### src/hdl/slm_pkg.sv
`timescale 1ns / 1ps
// ----------------------------------------------------------------------------
// slm_pkg
// Shared types and constants of the SQL literal masker: the decision item
// that travels from the window front end to the masking back end, and the
// scan and output codes.
// ----------------------------------------------------------------------------
package slm_pkg;

    localparam int BYTE_W    = 8;
    localparam int WIN_DEPTH = 4;              // held look-ahead bytes
    localparam int SPAN      = WIN_DEPTH + 1;  // bytes visible to one decision
    localparam int PEND_W    = 3;              // holds 0..WIN_DEPTH
    localparam int CAP_W     = 16;             // output capacity register width
    localparam logic [CAP_W-1:0] CAP_RESET = 16'd1024;

    typedef logic [BYTE_W-1:0] byte_t;

    // Character codes with a special meaning in the text stream
    localparam byte_t END_BYTE  = 8'h00;       // string terminator
    localparam byte_t CH_MASK   = 8'h3F;       // '?'
    localparam byte_t CH_ESC    = 8'h5C;       // backslash
    localparam byte_t CH_SQUOTE = 8'h27;
    localparam byte_t CH_DQUOTE = 8'h22;

    // Scan mode of the back end
    typedef enum logic [1:0] {
        MODE_TEXT,
        MODE_SQUOTE,
        MODE_DQUOTE,
        MODE_NUMBER
    } mode_t;

    // Front end sequencer
    typedef enum logic {
        FE_FILL,
        FE_FLUSH
    } fe_state_t;

    // Output operation held in the back end's output stage
    typedef enum logic [1:0] {
        OP_BYTE,
        OP_TRIPLE,
        OP_TERM
    } op_kind_t;

    // One decision: byte 0 is decided on, the rest are the following bytes.
    // avail counts the valid bytes; term marks the end-of-string item.
    typedef struct packed {
        logic                   term;
        logic [PEND_W-1:0]      avail;
        logic [SPAN-1:0][BYTE_W-1:0] bytes;
    } dec_t;

endpackage

### src/hdl/slm_front.sv
`timescale 1ns / 1ps
// ----------------------------------------------------------------------------
// slm_front
// Input side: collects bytes into the four-byte look-ahead window and issues
// one decision item per byte that leaves the window. A zero byte starts a
// flush that drains the window and then issues the terminator item.
// ----------------------------------------------------------------------------
module slm_front
    import slm_pkg::*;
(
    input  logic  clk,
    input  logic  rst_n,
    input  byte_t in_byte,
    input  logic  in_valid,
    output logic  in_stall,
    output logic  dec_push,
    output dec_t  dec_item,
    input  logic  q_full
);

    fe_state_t               state_reg, state_next;
    byte_t [WIN_DEPTH-1:0]   win_reg;
    logic  [PEND_W-1:0]      pend_reg;
    logic                    in_fire;
    logic                    in_zero;
    logic                    win_full;

    assign in_fire  = in_valid && !in_stall;
    assign in_zero  = (in_byte == '0);
    assign win_full = (pend_reg == PEND_W'(WIN_DEPTH));

    // Next state
    always_comb
    begin
        state_next = state_reg;
        case (state_reg)
            FE_FILL:
            begin
                if (in_fire && in_zero)
                    state_next = FE_FLUSH;
            end
            FE_FLUSH:
            begin
                if (!q_full && pend_reg == '0)
                    state_next = FE_FILL;
            end
            default: state_next = FE_FILL;
        endcase
    end

    // Outputs: stall, decision push and its contents
    always_comb
    begin
        in_stall = 1'b0;
        dec_push = 1'b0;
        dec_item = '0;
        for (int k = 0; k < WIN_DEPTH; k++)
            dec_item.bytes[k] = win_reg[k];
        case (state_reg)
            FE_FILL:
            begin
                in_stall             = q_full;
                dec_push             = in_fire && !in_zero && win_full;
                dec_item.bytes[SPAN-1] = in_byte;
                dec_item.avail       = PEND_W'(SPAN);
            end
            FE_FLUSH:
            begin
                in_stall       = 1'b1;
                dec_push       = !q_full;
                dec_item.avail = pend_reg;
                dec_item.term  = (pend_reg == '0);
            end
            default:
            begin
                in_stall = 1'b1;
            end
        endcase
    end

    // Hold state
    always_ff @(posedge clk or negedge rst_n)
    begin
        if (!rst_n)
            state_reg <= FE_FILL;
        else
            state_reg <= state_next;
    end

    // Fill, advance and drain the window
    always_ff @(posedge clk or negedge rst_n)
    begin
        if (!rst_n)
        begin
            win_reg  <= '0;
            pend_reg <= '0;
        end
        else if (state_reg == FE_FILL && in_fire && !in_zero)
        begin
            if (!win_full)
            begin
                win_reg[pend_reg[1:0]] <= in_byte;
                pend_reg               <= pend_reg + 1'b1;
            end
            else
            begin
                for (int k = 0; k < WIN_DEPTH - 1; k++)
                    win_reg[k] <= win_reg[k+1];
                win_reg[WIN_DEPTH-1] <= in_byte;
            end
        end
        else if (state_reg == FE_FLUSH && !q_full && pend_reg != '0)
        begin
            for (int k = 0; k < WIN_DEPTH - 1; k++)
                win_reg[k] <= win_reg[k+1];
            win_reg[WIN_DEPTH-1] <= '0;
            pend_reg             <= pend_reg - 1'b1;
        end
    end

endmodule

### src/hdl/slm_queue.sv
`timescale 1ns / 1ps
// ----------------------------------------------------------------------------
// slm_queue
// Short queue of decision items between the front end and the back end, so
// that each side can stall on its own.
// ----------------------------------------------------------------------------
module slm_queue
    import slm_pkg::*;
#(
    parameter int DEPTH = 4
)
(
    input  logic clk,
    input  logic rst_n,
    input  logic push,
    input  dec_t push_item,
    output logic full,
    input  logic pop,
    output dec_t head,
    output logic head_valid
);

    localparam int PTR_W = (DEPTH > 1) ? $clog2(DEPTH) : 1;
    localparam int CNT_W = $clog2(DEPTH + 1);

    dec_t             mem [DEPTH];
    logic [PTR_W-1:0] wr_ptr_reg;
    logic [PTR_W-1:0] rd_ptr_reg;
    logic [CNT_W-1:0] cnt_reg;

    assign full       = (cnt_reg == CNT_W'(DEPTH));
    assign head_valid = (cnt_reg != '0);
    assign head       = mem[rd_ptr_reg];

    // Store pushed items
    always_ff @(posedge clk)
    begin
        if (push)
            mem[wr_ptr_reg] <= push_item;
    end

    // Advance pointers and occupancy
    always_ff @(posedge clk or negedge rst_n)
    begin
        if (!rst_n)
        begin
            wr_ptr_reg <= '0;
            rd_ptr_reg <= '0;
            cnt_reg    <= '0;
        end
        else
        begin
            if (push)
                wr_ptr_reg <= (wr_ptr_reg == PTR_W'(DEPTH - 1)) ? '0 : wr_ptr_reg + 1'b1;
            if (pop)
                rd_ptr_reg <= (rd_ptr_reg == PTR_W'(DEPTH - 1)) ? '0 : rd_ptr_reg + 1'b1;
            if (push && !pop)
                cnt_reg <= cnt_reg + 1'b1;
            else if (pop && !push)
                cnt_reg <= cnt_reg - 1'b1;
        end
    end

endmodule

### src/hdl/slm_back.sv
`timescale 1ns / 1ps
// ----------------------------------------------------------------------------
// slm_back
// Masking engine: takes one decision item per cycle while the output stage
// can take its result; tracks quote, number and keyword-skip state and the
// output budget, and drives the output stage, which plays a quote triple out.
// ----------------------------------------------------------------------------
module slm_back
    import slm_pkg::*;
#(
    parameter int COUNT_BITS = 16
)
(
    input  logic             clk,
    input  logic             rst_n,
    input  dec_t             dec_item,
    input  logic             dec_valid,
    output logic             dec_pop,
    input  logic [CAP_W-1:0] capacity,
    output byte_t            out_byte,
    output logic             last,
    output logic             out_valid,
    input  logic             out_stall
);

    localparam int CMP_W = ((COUNT_BITS > CAP_W) ? COUNT_BITS : CAP_W) + 2;
    localparam logic [3:0][7:0] KW_NULL  = {8'h4C, 8'h4C, 8'h55, 8'h4E};
    localparam logic [3:0][7:0] KW_TRUE  = {8'h45, 8'h55, 8'h52, 8'h54};
    localparam logic [4:0][7:0] KW_FALSE = {8'h45, 8'h53, 8'h4C, 8'h41, 8'h46};

    function automatic byte_t to_upper(input byte_t c);
        return (c inside {[8'h61:8'h7A]}) ? (c - 8'd32) : c;
    endfunction

    function automatic logic is_digit(input byte_t c);
        return c inside {[8'h30:8'h39]};
    endfunction

    function automatic logic is_num_char(input byte_t c);
        return c inside {[8'h30:8'h39], 8'h2E, 8'h65, 8'h45, 8'h2B, 8'h2D};
    endfunction

    function automatic logic is_separator(input byte_t c);
        return c inside {8'h20, 8'h09, 8'h0A, 8'h0B, 8'h0C, 8'h0D,
                         8'h3D, 8'h2C, 8'h28, 8'h3E, 8'h3C};
    endfunction

    // Stream state
    mode_t                 mode_reg, mode_next;
    logic                  pb_reg, pb_next;
    logic [2:0]            skip_reg, skip_next;
    logic [COUNT_BITS-1:0] cnt_reg, cnt_next;
    byte_t                 lastem_reg, lastem_next;

    // Output stage
    logic                  op_valid_reg;
    op_kind_t              op_kind_reg;
    byte_t                 op_byte_reg;
    logic [1:0]            op_idx_reg;

    // Decision results
    logic                  emit;
    op_kind_t              emit_kind;
    byte_t                 emit_byte;

    byte_t                 c;
    logic                  bs;
    logic [CMP_W-1:0]      cnt_x;
    logic [CMP_W-1:0]      cap_x;
    logic [CMP_W-1:0]      cmax_x;
    logic [CMP_W-1:0]      sum1;
    logic [CMP_W-1:0]      sum3;
    logic                  room2;
    logic                  room3;
    logic                  kw4;
    logic                  kw5;
    logic                  m_null;
    logic                  m_true;
    logic                  m_false;
    logic                  finishing;
    logic                  stage_free;

    assign c      = dec_item.bytes[0];
    assign bs     = (c == CH_ESC);
    assign cnt_x  = CMP_W'(cnt_reg);
    assign cap_x  = CMP_W'(capacity);
    assign cmax_x = CMP_W'({COUNT_BITS{1'b1}});
    assign sum1   = cnt_x + CMP_W'(1);
    assign sum3   = cnt_x + CMP_W'(3);
    assign room2  = (cnt_x + CMP_W'(2)) < cap_x;
    assign room3  = sum3 < cap_x;

    // Match keywords against the visible bytes
    always_comb
    begin
        m_null  = 1'b1;
        m_true  = 1'b1;
        m_false = 1'b1;
        for (int k = 0; k < 4; k++)
        begin
            if (to_upper(dec_item.bytes[k]) != KW_NULL[k])
                m_null = 1'b0;
            if (to_upper(dec_item.bytes[k]) != KW_TRUE[k])
                m_true = 1'b0;
        end
        for (int k = 0; k < 5; k++)
        begin
            if (to_upper(dec_item.bytes[k]) != KW_FALSE[k])
                m_false = 1'b0;
        end
    end

    assign kw4 = (dec_item.avail >= PEND_W'(4)) && (m_null || m_true);
    assign kw5 = (dec_item.avail >= PEND_W'(5)) && m_false;

    // Decide on the head byte
    always_comb
    begin
        mode_next   = mode_reg;
        pb_next     = pb_reg;
        skip_next   = skip_reg;
        cnt_next    = cnt_reg;
        lastem_next = lastem_reg;
        emit        = 1'b0;
        emit_kind   = OP_BYTE;
        emit_byte   = c;
        if (dec_item.term)
        begin
            emit        = 1'b1;
            emit_kind   = OP_TERM;
            emit_byte   = END_BYTE;
            mode_next   = MODE_TEXT;
            pb_next     = 1'b0;
            skip_next   = '0;
            cnt_next    = '0;
            lastem_next = '0;
        end
        else if (skip_reg != '0)
        begin
            skip_next = skip_reg - 1'b1;
            pb_next   = bs;
        end
        else if (mode_reg == MODE_SQUOTE || mode_reg == MODE_DQUOTE)
        begin
            if (!pb_reg && ((mode_reg == MODE_SQUOTE && c == CH_SQUOTE) ||
                            (mode_reg == MODE_DQUOTE && c == CH_DQUOTE)))
                mode_next = MODE_TEXT;
            pb_next = bs;
        end
        else if (mode_reg == MODE_NUMBER && is_num_char(c))
        begin
            pb_next = bs;
        end
        else
        begin
            mode_next = MODE_TEXT;
            pb_next   = bs;
            if (room2)
            begin
                if (c == CH_SQUOTE || c == CH_DQUOTE)
                begin
                    mode_next = (c == CH_SQUOTE) ? MODE_SQUOTE : MODE_DQUOTE;
                    if (room3)
                    begin
                        emit        = 1'b1;
                        emit_kind   = OP_TRIPLE;
                        cnt_next    = (sum3 > cmax_x) ? {COUNT_BITS{1'b1}}
                                                      : sum3[COUNT_BITS-1:0];
                        lastem_next = c;
                    end
                end
                else
                begin
                    emit        = 1'b1;
                    cnt_next    = (sum1 > cmax_x) ? {COUNT_BITS{1'b1}}
                                                  : sum1[COUNT_BITS-1:0];
                    if (is_digit(c) && cnt_reg != '0 && is_separator(lastem_reg))
                    begin
                        emit_byte = CH_MASK;
                        mode_next = MODE_NUMBER;
                    end
                    else if (kw4)
                    begin
                        emit_byte = CH_MASK;
                        skip_next = 3'd3;
                    end
                    else if (kw5)
                    begin
                        emit_byte = CH_MASK;
                        skip_next = 3'd4;
                    end
                    lastem_next = emit_byte;
                end
            end
        end
    end

    // Take a decision when its output, if any, has a place to go
    assign finishing  = op_valid_reg && !out_stall &&
                        (op_kind_reg != OP_TRIPLE || op_idx_reg == 2'd2);
    assign stage_free = !op_valid_reg || finishing;
    assign dec_pop    = dec_valid && (stage_free || !emit);

    // Drive the output channel
    assign out_valid = op_valid_reg;
    assign last      = (op_kind_reg == OP_TERM);
    assign out_byte  = (op_kind_reg == OP_TRIPLE && op_idx_reg == 2'd1) ? CH_MASK
                                                                          : op_byte_reg;

    // Advance stream state
    always_ff @(posedge clk or negedge rst_n)
    begin
        if (!rst_n)
        begin
            mode_reg   <= MODE_TEXT;
            pb_reg     <= 1'b0;
            skip_reg   <= '0;
            cnt_reg    <= '0;
            lastem_reg <= '0;
        end
        else if (dec_pop)
        begin
            mode_reg   <= mode_next;
            pb_reg     <= pb_next;
            skip_reg   <= skip_next;
            cnt_reg    <= cnt_next;
            lastem_reg <= lastem_next;
        end
    end

    // Load, step and drop the output operation
    always_ff @(posedge clk or negedge rst_n)
    begin
        if (!rst_n)
        begin
            op_valid_reg <= 1'b0;
            op_kind_reg  <= OP_BYTE;
            op_idx_reg   <= '0;
        end
        else if (dec_pop && emit)
        begin
            op_valid_reg <= 1'b1;
            op_kind_reg  <= emit_kind;
            op_idx_reg   <= '0;
        end
        else if (finishing)
        begin
            op_valid_reg <= 1'b0;
        end
        else if (op_valid_reg && !out_stall)
        begin
            op_idx_reg <= op_idx_reg + 1'b1;
        end
    end

    // Output byte payload
    always_ff @(posedge clk)
    begin
        if (dec_pop && emit)
            op_byte_reg <= emit_byte;
    end

endmodule

### src/hdl/sql_literal_masker.sv
`timescale 1ns / 1ps
// ----------------------------------------------------------------------------
// sql_literal_masker
// Streaming SQL literal masker: quoted strings, numbers and NULL/TRUE/FALSE
// are replaced by '?' in a byte stream ended by a zero byte.
// ----------------------------------------------------------------------------
// Usage:
//   Input channel (in_byte, in_valid, in_stall): one byte per cycle unless
//   in_stall. Output (out_byte, last, out_valid, out_stall): one byte per
//   cycle unless out_stall; last marks the zero terminator.
//   cfg_data/cfg_valid/cfg_ready write out_capacity (reset 1024); write it
//   only while no string is in flight. cfg_ready is always high.
// Decision: a byte is decided once four later bytes have arrived (look-ahead
//   window); its output passes the decision queue and then the output stage.
// Throughput: one item per cycle while nothing stalls. A quote triple holds
//   the output stage until its three bytes are out. A zero byte holds in_stall
//   high while the window drains and the terminator is queued.
// Reset clears the window, the decision queue and all scan state.
// When the receiver stalls, the output stage holds its item, the decision
//   queue fills, and in_stall rises once the queue is full.
// ----------------------------------------------------------------------------
module sql_literal_masker
    import slm_pkg::*;
#(
    parameter int COUNT_BITS  = 16,
    parameter int QUEUE_DEPTH = 4
)
(
    input  logic             clk,
    input  logic             rst_n,
    input  logic [7:0]       in_byte,
    input  logic             in_valid,
    output logic             in_stall,
    output logic [7:0]       out_byte,
    output logic             last,
    output logic             out_valid,
    input  logic             out_stall,
    input  logic [CAP_W-1:0] cfg_data,
    input  logic             cfg_valid,
    output logic             cfg_ready
);

    logic [CAP_W-1:0] cap_reg;
    logic             dec_push;
    dec_t             dec_in;
    logic             q_full;
    logic             dec_pop;
    dec_t             dec_head;
    logic             dec_valid;

    assign cfg_ready = 1'b1;

    // Hold the output capacity
    always_ff @(posedge clk or negedge rst_n)
    begin
        if (!rst_n)
            cap_reg <= CAP_RESET;
        else if (cfg_valid && cfg_ready)
            cap_reg <= cfg_data;
    end

    slm_front u_front (
        .clk      (clk),
        .rst_n    (rst_n),
        .in_byte  (in_byte),
        .in_valid (in_valid),
        .in_stall (in_stall),
        .dec_push (dec_push),
        .dec_item (dec_in),
        .q_full   (q_full)
    );

    slm_queue #(
        .DEPTH (QUEUE_DEPTH)
    ) u_queue (
        .clk        (clk),
        .rst_n      (rst_n),
        .push       (dec_push),
        .push_item  (dec_in),
        .full       (q_full),
        .pop        (dec_pop),
        .head       (dec_head),
        .head_valid (dec_valid)
    );

    slm_back #(
        .COUNT_BITS (COUNT_BITS)
    ) u_back (
        .clk       (clk),
        .rst_n     (rst_n),
        .dec_item  (dec_head),
        .dec_valid (dec_valid),
        .dec_pop   (dec_pop),
        .capacity  (cap_reg),
        .out_byte  (out_byte),
        .last      (last),
        .out_valid (out_valid),
        .out_stall (out_stall)
    );

endmodule

### config.mk
export PLATFORM = sky130hd
export DESIGN_NAME = sql_literal_masker
export DESIGN_NICKNAME = d
export VERILOG_FILES = /design/src/hdl/slm_pkg.sv /design/src/hdl/slm_front.sv /design/src/hdl/slm_queue.sv /design/src/hdl/slm_back.sv /design/src/hdl/sql_literal_masker.sv
export SDC_FILE = /design/constraint.sdc
export NUM_CORES = 1
export LEC_CHECK = 0
export BUFFER_PORTS_ARGS = -buffer_cell sky130_fd_sc_hd__buf_4
export CORE_ASPECT_RATIO = 0.9
export CORE_UTILIZATION = 45
export CTS_BUF_LIST = sky130_fd_sc_hd__clkbuf_4 sky130_fd_sc_hd__clkbuf_8
export DETAILED_ROUTE_END_ITERATION = 16
export PLACE_DENSITY = 0.58
export SETUP_SLACK_MARGIN = 0.4
export SYNTH_ARGS = -nofsm -noshare
export SYNTH_HDL_FRONTEND = slang
export SYNTH_SLANG_ARGS = --single-unit
### constraint.sdc
create_clock -name clk -period 11.4 [get_ports clk]
set_clock_uncertainty 0.2 [all_clocks]
set_input_delay 1.14 -clock clk [delete_from_list [all_inputs] [get_ports clk]]
set_output_delay 1.14 -clock clk [all_outputs]
set_load 0.05 [all_outputs]
* Word level (Yosys, flattened, before mapping)
Memories as Yosys holds them, arrays and structs flattened. Index checks and enable logic that the tools add are counted.
Word-level totals: bits in registers 102, bits in writable memories 176, bits of input ports 29, output and inout bits 12, word-level logic and storage cells 283, memories kept 1
Memory list:
- u_queue.mem | depth 4, bits a word 44, rd ports 1, clocked after Yosys merged registers in 0, wr ports 1, RTL line slm_queue.sv:26 | dec_t mem [DEPTH];
Cells by class: $add $sub $neg 16, order comparisons 20, equal/unequal tests 55, muxes and demuxes 104, bitwise logic cells 1, reduce and logical (&&, ||, !) cells 67
Operators by type and width (number):
- $mux 8 | 23
- $mux 16 | 9
- $mux 32 | 3
- $ne 8x7->1 const B | 12
- $eq 8x6->1 const B | 11
- $mux 3 | 14
- $eq 8x4->1 const B | 5
- $ge 8x7->1 const B | 5
- $le 8x7->1 const B | 5
- $mux 2 | 20
- $sub 8x6->8 const B | 5
- $gt 18x16->1 const B | 2
- $lt 18x16->1 | 2
- $add 16x2->17 const B | 2
- $bwmux 32 | 1
- $logic_and 1x1->1 | 31
- $mux 1 | 29
- $eq 8x7->1 const B | 3
- $ne 3x2->1 const B | 6
- $add 16x1->17 const B | 1
- $demux 8 s2 | 1
- $reduce_bool 16->1 | 1
- $eq 2x2->1 const B | 6
- $reduce_bool 3->1 | 4
- other kinds (28) | 62

* Depth between registers and ports, before layout
Gate-level depths: netlist of the first run. An unclocked memory read counts as a cell.
depth in word-level cells 20, gate-level depth with buffers 22, gate-level depth less buffers 21

* By module
From an unflattened synthesis of the first run, not the netlist that was laid out.
Unflattened totals: cell total of the unflattened synthesis 1070, area total of the unflattened synthesis 14254.9 µm²
By module, submodules not included:
- slm_queue | times used 1, cells an instance 267, area each 6829.0 µm², sequential area each 5460.2 µm²
- slm_back | times used 1, cells an instance 593, area each 4699.5 µm², sequential area each 1116.1 µm²
- slm_front | times used 1, cells an instance 174, area each 2064.5 µm², sequential area each 900.9 µm²
- sql_literal_masker | times used 1, cells an instance 36, area each 661.9 µm², sequential area each 401.6 µm²

* Worst setup path after synthesis of the first run
Ideal clock, no wire load.
kind register to register, start point reg u_back.cnt_reg[0], end point reg u_queue.cnt_reg[2], library setup time 79 ps, data arrival time 4558 ps, required time 11121 ps, slack 6563 ps, cell stages (with the launch flop) 21, buffers on the path 1, period minus slack after synthesis 4837 ps, cell sequence dfrtp_1 clkbuf_1 inv_1 ha_1 nor3_1 nand2_1 xnor2_1 ha_1 a211oi_1 o21ai_0 a221o_1 a21o_1 a2111o_1 and3_1 inv_2 ha_1 inv_1 fa_1 xor2_1 nor2_1 xor2_1
Between the ends: word-level cells in the longest chain between the ends 15, elaborated cells between the ends (all ways) 19, those cells by class 2 x add/sub; 2 x order compare; 8 x mux; 7 x reduce/logical
RTL lines:
- start: declaration | RTL line slm_back.sv:52 | logic [COUNT_BITS-1:0] cnt_reg, cnt_next;
- start signal: assignment | RTL line slm_back.sv:226 | cnt_reg <= cnt_next;
- $add 16x2->17 | RTL line slm_back.sv:89 | assign sum3 = cnt_x + CMP_W'(3);
- $lt 18x16->1 | RTL line slm_back.sv:91 | assign room3 = sum3 < cap_x;
- $mux 1 | RTL line slm_back.sv:163 | if (room3)
- $mux 1 | RTL line slm_back.sv:160 | if (c == CH_SQUOTE || c == CH_DQUOTE)
- $mux 1 (*) | RTL line slm_back.sv:158 | if (room2)
- $mux 1 (*) | RTL line slm_back.sv:150 | else if (mode_reg == MODE_NUMBER && is_num_char(c))
- $mux 1 (*) | RTL line slm_back.sv:143 | else if (mode_reg == MODE_SQUOTE || mode_reg == MODE_DQUOTE)
- $mux 1 (*) | RTL line slm_back.sv:138 | else if (skip_reg != '0)
- $mux 1 (*) | RTL line slm_back.sv:127 | if (dec_item.term)
- $logic_not 1->1 (*) | RTL line slm_back.sv:202 | assign dec_pop = dec_valid && (stage_free || !emit);
- $logic_or 1x1->1 (*) | RTL line slm_back.sv:202
- $logic_and 1x1->1 (*) | RTL line slm_back.sv:202
- $logic_not 1->1 | RTL line slm_queue.sv:57 | if (push && !pop)
- $logic_and 1x1->1 | RTL line slm_queue.sv:57
- $mux 3 / $reduce_bool 2->1 (equally long branches)
- end signal: assignment | RTL line slm_queue.sv:58 | cnt_reg <= cnt_reg + 1'b1;
- end signal: assignment | RTL line slm_queue.sv:60 | cnt_reg <= cnt_reg - 1'b1;
- end: declaration | RTL line slm_queue.sv:29 | logic [CNT_W-1:0] cnt_reg;
Every way passes the cells marked *; elsewhere a longest branch is shown, timed or not. A chain may end at the register's enable or synchronous reset.

* Worst setup path in the final report of the first run
Ends and elaborated chain as after synthesis.

==> metrics, run 1 <==
async set or reset register ratio after synthesis 0.3381; sequential share of power 0.397; antenna fix cells 0; CTS buffer count 47; via count 9,056; RePlAce Congestion 0.9025; Comb pwr share 0.363; hold_buf cts 0; CTS tree done; Die ar. 0.03093 mm²; Via density 5.692; Power Internal 0.002343 W; Port Buffers 39; largest family of logic cells by synthesized area simple AND/OR/NAND/NOR gates; mux cell area share after synthesis 0.06806; post-synth cell types 82; io pins 41; Fmax 0.1809 GHz; number of flip-flops under the largest register name 176; TritonRoute pass-1 iters 5; WS Path Type reg -> reg; post-route ant nets 0; share of layout cells above drive strength 1 0.1658; setup TNS 0 ps; Worst slew margin 0.2404; root buffer cell clkbuf_8; top post-synthesis cells by count edfxtp_1 (184), nand2_1 (119), dfrtp_1 (93), o21ai_0 (67), nor2_1 (66); final worst-path cycle share 0.4850; sequential area share after synthesis 0.5792; Hold Path Stages 2; most frequent cell after synthesis edfxtp_1; largest net degree at the start of global routing 63; syn_area_per_cell 12.33 µm²; post-CTS setup buffers 0; post-CTS sizing 0; maxcap violations 0; CTS clk-pin slew, worst paths 60 ps; crit path time final 5529 ps; cell taking the most area after synthesis edfxtp_1; Post-synth EDFFs 184; clk_lat worst skew 600 ps; first-pass GRT wire length 50,950 µm; HP Class reg -> reg; vias in the first global route 8,879; dpl hpwl 21,160 µm; Max VDD drop 0.0001453 V; required time of the critical path 11,700 ps; crit end category flop; final setup violation count 0; starting density of the core 0.4564; most flop-heavy register u_queue.mem; Initial DRC Count 767; WL per Instance 20.14 µm; Simple-Gate Fraction of Synth Area 0.1322; Synth Area in Compound Gates 0.1120; # nets final 1,234; Fillers 2,626; # rows 60; Adder-Cell Fraction of Synth Area 0.05261; final core utilization 0.5110; status finished, final reports clean; Worst Path Arrival 5830 ps; Worst Tran Pin Value 1132 ps; H-Tree Depth 2; All-Layer GR Usage 0.2165; initial antenna violation count 1; Synth Cell Area 0.01360 mm²; die width 185.3 µm; xor and xnor area share after synthesis 0.02253; Worst setup SP type flop; Core Area 0.02980 mm²; depth of the worst register-to-register path 19; ys flop type edfxtp_1; Post-Syn Nets 1,188; power per standard cell area 249.3 mW/mm²; Net Sw Power 0.001453 W; clock power share 0.240; final wirelength 32,050 µm; unrepaired setup endpoints after global routing no; Post-route DRC 0; ranking of synthesized cells by area edfxtp_1 (41%), dfrtp_1 (17%), ha_1 (5.0%), mux4_2 (5.0%), nand2_1 (3.3%); Synth Instances 1,103; switching share of power 0.3828; Pleak 5.854 nW; Layout Area Growth over Synthesis 11.95%; FF+latch count, synth 278; gr ovfl total 0; final slew viol count 0; clock buffer depth 3; Yosys Warn Count 0; worst-path maximum fanout 14; clock sink count 278; die height 166.9 µm; top cell type's share of synthesized area 0.4062; Final Hold Viols 0
==> cells in the final DEF, fill, tap and decap left out, types with 21 or more instances in the layout <==
cell      Yosys  routed
edfxtp_1    184     184
ha_1         54      54
dfrtp_1      93      91
nor2_1       66      66
clkbuf_8      0      56
nand3_1      21      21
nand2_1     119     119
mux4_2       30      30
o21ai_0      67      66
nor2b_1      22      22
inv_1        47      47
a21oi_1      51      51
buf_4         3      53
==> final cells by class <==
cell class              count  area (µm²)  area share
flip-flops and latches    278        7881      0.5175
multi-input cells         719        5279      0.3466
clock buffers              70       875.8     0.05751
well taps                 403       504.2     0.03311
repair buffers             53       397.9     0.02613
inverters                  50       187.7     0.01232
clock inverters            18       102.6    0.006737
==> cells by family after synthesis <==
group	after synthesis
AO/OA/AOI/OAI	230
XOR/XNOR	35
adder cells (fa/ha/maj)	56
buffers and inverters	106
flip-flops	278
multiplexers	46
other	1
AND/OR/NAND/NOR	351
==> routing by layer <==
layer / vias up / global-route usage / share of wire
li1: 4235 / - / -
met1: 4483 / 0.3221 / 0.48
met2: 270 / 0.3148 / 0.44
met3: 68 / 0.04505 / 0.062
met4: 0 / 0.07079 / 0.025
met5: - / 0 / 0
==> final timing paths <==
path	endpoint	slack, ps	start
max in group asynchronous	u_front.dec_item[12]	9420	rst_n
worst min register to register	u_back.pb_reg	290	u_back.pb_reg
worst max-delay path	u_queue.cnt_reg[2]	5870	u_back.cnt_reg[0]
min in group asynchronous	cap_reg[12]	300	rst_n
worst max register to register	u_queue.cnt_reg[2]	5870	u_back.cnt_reg[0]
worst min-delay path	u_back.pb_reg	290	u_back.pb_reg
==> critical path: stages (launching register included) <==
cell	delay, ps
dfrtp_1	610
inv_1	150
ha_1	310
nor3_1	830
nand2_1	150
xnor2_1	170
ha_1	190
a211oi_1	210
o21ai_0	130
a221o_1	350
a21o_1	210
a2111o_1	410
and3_1	210
inv_2	180
ha_1	210
inv_1	70
fa_1	430
xor2_1	160
nor2_1	110
xor2_1	140
==> stage by stage <==
step | instances | power (W) | cell area, µm² | worst slack [ps] | hold WS [ps]
after global placement | 1503 | 0.002883 | 14250 | 6032 | 259.3
after CTS | 1591 | 0.003825 | 15230 | 5862 | 288.5
final | 1591 | 0.003796 | 15230 | 5871 | 289.7
after global routing | 1591 | 0.004041 | 15230 | 5456 | 316.3
after detailed placement | 1503 | 0.002903 | 14250 | 5881 | 274.6
after floorplan | 1103 | 0.002489 | 13600 | 6563 | 245.2
==> power groups by stage <==
stage | Clock (W) | Combinational, W | Sequential (W)
3_5_place_dp | 0 | 0.00138 | 0.00153
5_1_grt | 0.000975 | 0.00153 | 0.00154
3_3_place_gp | 0 | 0.00136 | 0.00152
6_report | 0.000909 | 0.00138 | 0.00151
4_1_cts | 0.000934 | 0.00138 | 0.00151
2_1_floorplan | 0 | 0.00104 | 0.00145
Power figures use the tool's default switching activity.
==> inputs of run 2 (changes only) <==
clock period = 5.12 ns   (was 11.4 ns; I/O delays follow)
==> run 2 against run 1 <==
  * Core utilization increased by 1.7 points
  * Sequential power up 130%
  * Hold slack got worse by 260 ps
  * Cell area increased by 3.4%
  * Sequential share of layout area decreased by 1.7 points
  * Via count is 2.6% higher
  * Global-route usage increased by 0.57 points
  * Register-to-register slack lost 5300 ps
  * Setup slack got worse by 5300 ps
  * Die area unchanged
  * Critical path depth rose by 2
  * Clock-buffer cell count is 9 lower
  * Critical path type unchanged
  * Largest power group unchanged
==> metrics, run 2 (synthesis results as in run 1) <==
status finished, final reports clean; Fillers 2,601; Max VDD drop 0.0003239 V; starting density of the core 0.4564; first-pass GRT wire length 52,460 µm; Worst Path Arrival 4840 ps; Fmax 0.2190 GHz; clk_lat worst skew 610 ps; Worst slew margin 0.1616; Pleak 6.079 nW; # rows 60; setup TNS 0 ps; die width 185.3 µm; depth of the worst register-to-register path 21; CTS clk-pin slew, worst paths 60 ps; Worst R2R Setup Slack 550 ps; io pins 41; final wirelength 33,130 µm; Hold Crit Start in_byte[4]; Initial DRC Count 800; number of flip-flops under the largest register name 176; final worst-path cycle share 0.8919; Worst R2R Start u_back.cnt_reg[1]; gr ovfl total 0; Crit path max-delay family compound AO/OA/AOI/OAI gates; required time of the critical path 5400 ps; WP buf/inv 4; most flop-heavy register u_queue.mem; worst-path maximum fanout 5; clock sink count 278; post-route ant nets 0; H-Tree Depth 2; via count 9,288; Layout Area Growth over Synthesis 15.76%; Worst Tran Pin Value 1249 ps; die height 166.9 µm; final slew viol count 0; share of layout cells above drive strength 1 0.1982; Die ar. 0.03093 mm²; worst-path cell chain inv_2 -> ha_2 -> a21oi_2 -> or3_4 -> buf_6 -> nor2_2 -> xor2_1 -> ha_1 -> a21oi_2 -> o21ai_1 -> a221o_1 -> a21o_1 -> a2111o_1 -> and3_4 -> inv_2 -> ha_4 -> inv_1 -> fa_2 -> xor2_1 -> nor2_1 -> xor2_1; slowest CP cell a2111o_1; crit path time final 4566 ps; unrepaired setup endpoints after global routing no; vias in the first global route 9,239; initial antenna violation count 0; maxcap violations 0; crit end category flop; antenna fix cells 0; Register Area 0.007888 mm²; power per standard cell area 551.1 mW/mm²; # nets final 1,278; All-Layer GR Usage 0.2222; HP Class in -> reg; most frequent cells in the layout edfxtp_1 (184), nand2_1 (119), dfrtp_1 (86); dpl hpwl 22,550 µm; Core Area 0.02980 mm²; Post-route DRC 0; largest net degree at the start of global routing 59; TritonRoute pass-1 iters 5; Crit Reg-Reg Endpoint u_queue.cnt_reg[2]; area of the multi-input gates 0.005384 mm²; WL per Instance 20.27 µm; CTS buffer count 46; Hold Path Stages 3; hold_ws 33.04 ps; clock buffer depth 3; Crit path largest cell delay 430 ps; root buffer cell clkbuf_8; CTS tree done; WP depth 21; Via density 5.684; RePlAce Congestion 0.9525; Final Hold Viols 0; Worst setup SP type flop; Port Buffers 39; final setup violation count 0; WS Path Type reg -> reg; Worst Hold Path EP u_front.dec_item[28]; cell mode on critical path xor2_1; commonest non-fill, non-tap cell in the layout edfxtp_1
-- run 2: final cells by class --
class / instances / area share
flip-flops and latches: 278 / 0.5009
inverters: 50 / 0.01192
clock inverters: 25 / 0.01335
multi-input cells: 719 / 0.3419
repair buffers: 98 / 0.05093
clock buffers: 61 / 0.04895
well taps: 403 / 0.03202
-- run 2: metal layers --
layer  vias up  part of all wire  GRT usage
li1       4329                 -          -
met2       289              0.45     0.3390
met5         -                 0          0
met4         0             0.026    0.07330
met1      4609              0.47     0.3217
met3        61             0.054    0.03761
-- run 2: how the worst max path moves through the flow --
stage                                 start            endpoint
after floorplan           u_back.cnt_reg[5]  u_queue.cnt_reg[2]
after global placement    u_back.cnt_reg[1]  u_queue.cnt_reg[2]
after detailed placement  u_back.cnt_reg[1]  u_queue.cnt_reg[2]
after CTS                 u_back.cnt_reg[1]  u_queue.cnt_reg[2]
after global routing      u_back.cnt_reg[3]  u_queue.cnt_reg[2]
final                     u_back.cnt_reg[1]  u_queue.cnt_reg[2]
-- run 2: report_power, final --
group          switching, W  internal [W]
combinational       0.00197       0.00123
sequential         0.000421       0.00298
clock              0.000923       0.00115
-- run 2: repair_timing --
| action | CTS | global route |
|---|---|---|
| gates resized for setup | 7 | 26 |
| buffers inserted | 3 | 6 |
| hold buffers | 20 | 0 |
| hold endpoints to repair | 75 | 0 |
| setup endpoints to repair | 2 | 4 |
| pin swaps | 3 | 10 |
-- run 2: metrics by stage --
step	cell area [µm²]	total power (W)	std cells	worst slack, ps	util
finish	15750	0.008678	1634	553.5	0.5283
global route	15750	0.009208	1634	376.8	0.5283
CTS	15610	0.008687	1628	419.5	0.5239
detailed placement	14390	0.006553	1519	257.9	0.4827
global placement	14390	0.006506	1519	311.2	0.4827
floorplan	13610	0.005543	1103	408.5	-
-- run 2: worst min-delay path, delay by kind of cell --
family	cells	cell delay [ps]
AND/OR/NAND/NOR	1	60
AO/OA/AOI/OAI	1	60
buffers and inverters	1	150
==> inputs of run 3 (changes only) <==
CTS_BUF_LIST = sky130_fd_sc_hd__clkbuf_8   (was sky130_fd_sc_hd__clkbuf_4 sky130_fd_sc_hd__clkbuf_8)
HOLD_SLACK_MARGIN = 0.06   (was unset)
==> run 3 against run 2 <==
  * Global-route usage about the same
  * Combinational power about the same
  * Register-to-register slack about the same
  * First-iteration DRC count is 11% higher
  * Non-clock buffer count rose by 7
  * Via count shrank 0.41%
  * Clock-buffer cell count fell by 11
  * Clock power down 4%
  * Sequential share of layout area decreased by 0.091 points
  * Setup slack lost 10 ps
==> metrics, run 3 (synthesis results as in run 1) <==
status finished, final reports clean; required time of the critical path 5400 ps; Register Area 0.007888 mm²; Die ar. 0.03093 mm²; depth of the worst register-to-register path 21; area of the multi-input gates 0.005384 mm²; final instance area 0.01578 mm²; clk_lat worst skew 600 ps; Post-route DRC 0; worst-path maximum fanout 5; # rows 60; H-Tree Depth 2; share of layout cells above drive strength 1 0.1882; clock sink count 278; Fillers 2,606; WL per Instance 20.23 µm; CTS clk-pin slew, worst paths 60 ps; most flop-heavy register u_queue.mem; final worst-path cycle share 0.8939; unrepaired setup endpoints after global routing no; clock buffer depth 3; Hold Path Stages 3; number of flip-flops under the largest register name 176; vias in the first global route 9,264; post-route ant nets 0; die height 166.9 µm; commonest non-fill, non-tap cell in the layout edfxtp_1; Worst setup SP type flop; All-Layer GR Usage 0.2224; via count 9,250; die width 185.3 µm; Worst Path Arrival 4850 ps; Hold Crit Start cfg_valid; Crit path max-delay family compound AO/OA/AOI/OAI gates; post-route setup slack 543.5 ps; final slew viol count 0; RePlAce Congestion 0.9525; Initial DRC Count 885; crit end category flop; crit path time final 4577 ps; cell mode on critical path xor2_1; Via density 5.637; Fmax 0.2185 GHz; Worst slew margin 0.1421; Port Buffers 39; Worst R2R Start u_back.cnt_reg[1]; antenna fix cells 0; root buffer cell clkbuf_8; dpl hpwl 22,550 µm; total power 0.008601 W; Worst Tran Pin Value 1278 ps; Final Hold Viols 0; maxcap violations 0; Crit Reg-Reg Endpoint u_queue.cnt_reg[2]; final core utilization 0.5293; final wirelength 33,200 µm; setup TNS 0 ps; final setup violation count 0; gr ovfl total 0; CTS buffer count 46; Max VDD drop 0.0003232 V; placed inst area 0.01439 mm²; io pins 41; CTS tree done; Pleak 6.115 nW; largest net degree at the start of global routing 59; initial antenna violation count 0; Crit path largest cell delay 440 ps; worst-path cell chain inv_2 -> ha_2 -> a21oi_2 -> or3_4 -> buf_6 -> nor2_2 -> xor2_1 -> ha_1 -> a21oi_2 -> o21ai_1 -> a221o_1 -> a21o_1 -> a2111o_1 -> and3_4 -> inv_2 -> ha_4 -> inv_1 -> fa_2 -> xor2_1 -> nor2_1 -> xor2_1; HP Class in -> reg; TritonRoute pass-1 iters 6; WP buf/inv 4; Worst Hold Path EP cap_reg[5]; dpl ws 257.9 ps; Layout Area Growth over Synthesis 15.97%; Core Area 0.02980 mm²; # nets final 1,285; starting density of the core 0.4564; Worst R2R Setup Slack 540 ps; slowest CP cell a2111o_1; WS Path Type reg -> reg; most frequent cells in the layout edfxtp_1 (184), nand2_1 (119), dfrtp_1 (86); power per standard cell area 545.2 mW/mm²; first-pass GRT wire length 52,500 µm
==> run 3: per-stage QoR <==
| step | hold slack (ps) | instances |
|---|---|---|
| detailed placement | 279.9 | 1519 |
| CTS | 61.06 | 1635 |
| finish | 103.3 | 1641 |
| global placement | 267.8 | 1519 |
| global route | 113.3 | 1641 |
| floorplan | 16.41 | 1103 |
==> run 3: per-layer routing <==
metal  up-vias  part of all wire  global-route usage
met5         -                 0                   0
met1      4573              0.47              0.3216
met2       273              0.45              0.3400
li1       4341                 -                   -
met4         0             0.026             0.07330
met3        63             0.053             0.03739
==> run 3: cell type report <==
class	instances	area share
repair buffers	105	0.05528
clock inverters	36	0.01594
well taps	403	0.03196
inverters	50	0.01190
clock buffers	50	0.04362
flip-flops and latches	278	0.5000
multi-input cells	719	0.3413
==> run 3: how the worst max path moves through the flow <==
stage,start,endpoint,slack [ps],cells after the start
detailed placement,u_back.cnt_reg[1],u_queue.cnt_reg[2],260,21
global route,u_back.cnt_reg[3],u_queue.cnt_reg[2],380,20
global placement,u_back.cnt_reg[1],u_queue.cnt_reg[2],310,21
finish,u_back.cnt_reg[1],u_queue.cnt_reg[2],540,21
floorplan,u_back.cnt_reg[5],u_queue.cnt_reg[2],410,20
CTS,u_back.cnt_reg[1],u_queue.cnt_reg[2],420,21
==> run 3: worst min-delay path, stage by stage <==
cell and delay (ps):
buf_4 200, nand2_1 80, o21ai_0 70
==> run 3: where the power goes <==
group          internal [W]  switching, W
clock network       0.00107      0.000919
logic               0.00124       0.00197
registers           0.00298      0.000421
==> run 3: what timing repair did <==
item                                    4_1_cts  5_1_grt
endpoints found under the setup margin        2        4
pin swaps                                     3       10
hold buffers                                 27        0
endpoints found under the hold margin        96        0
buffers inserted                              3        6
gates resized for setup                       7       26
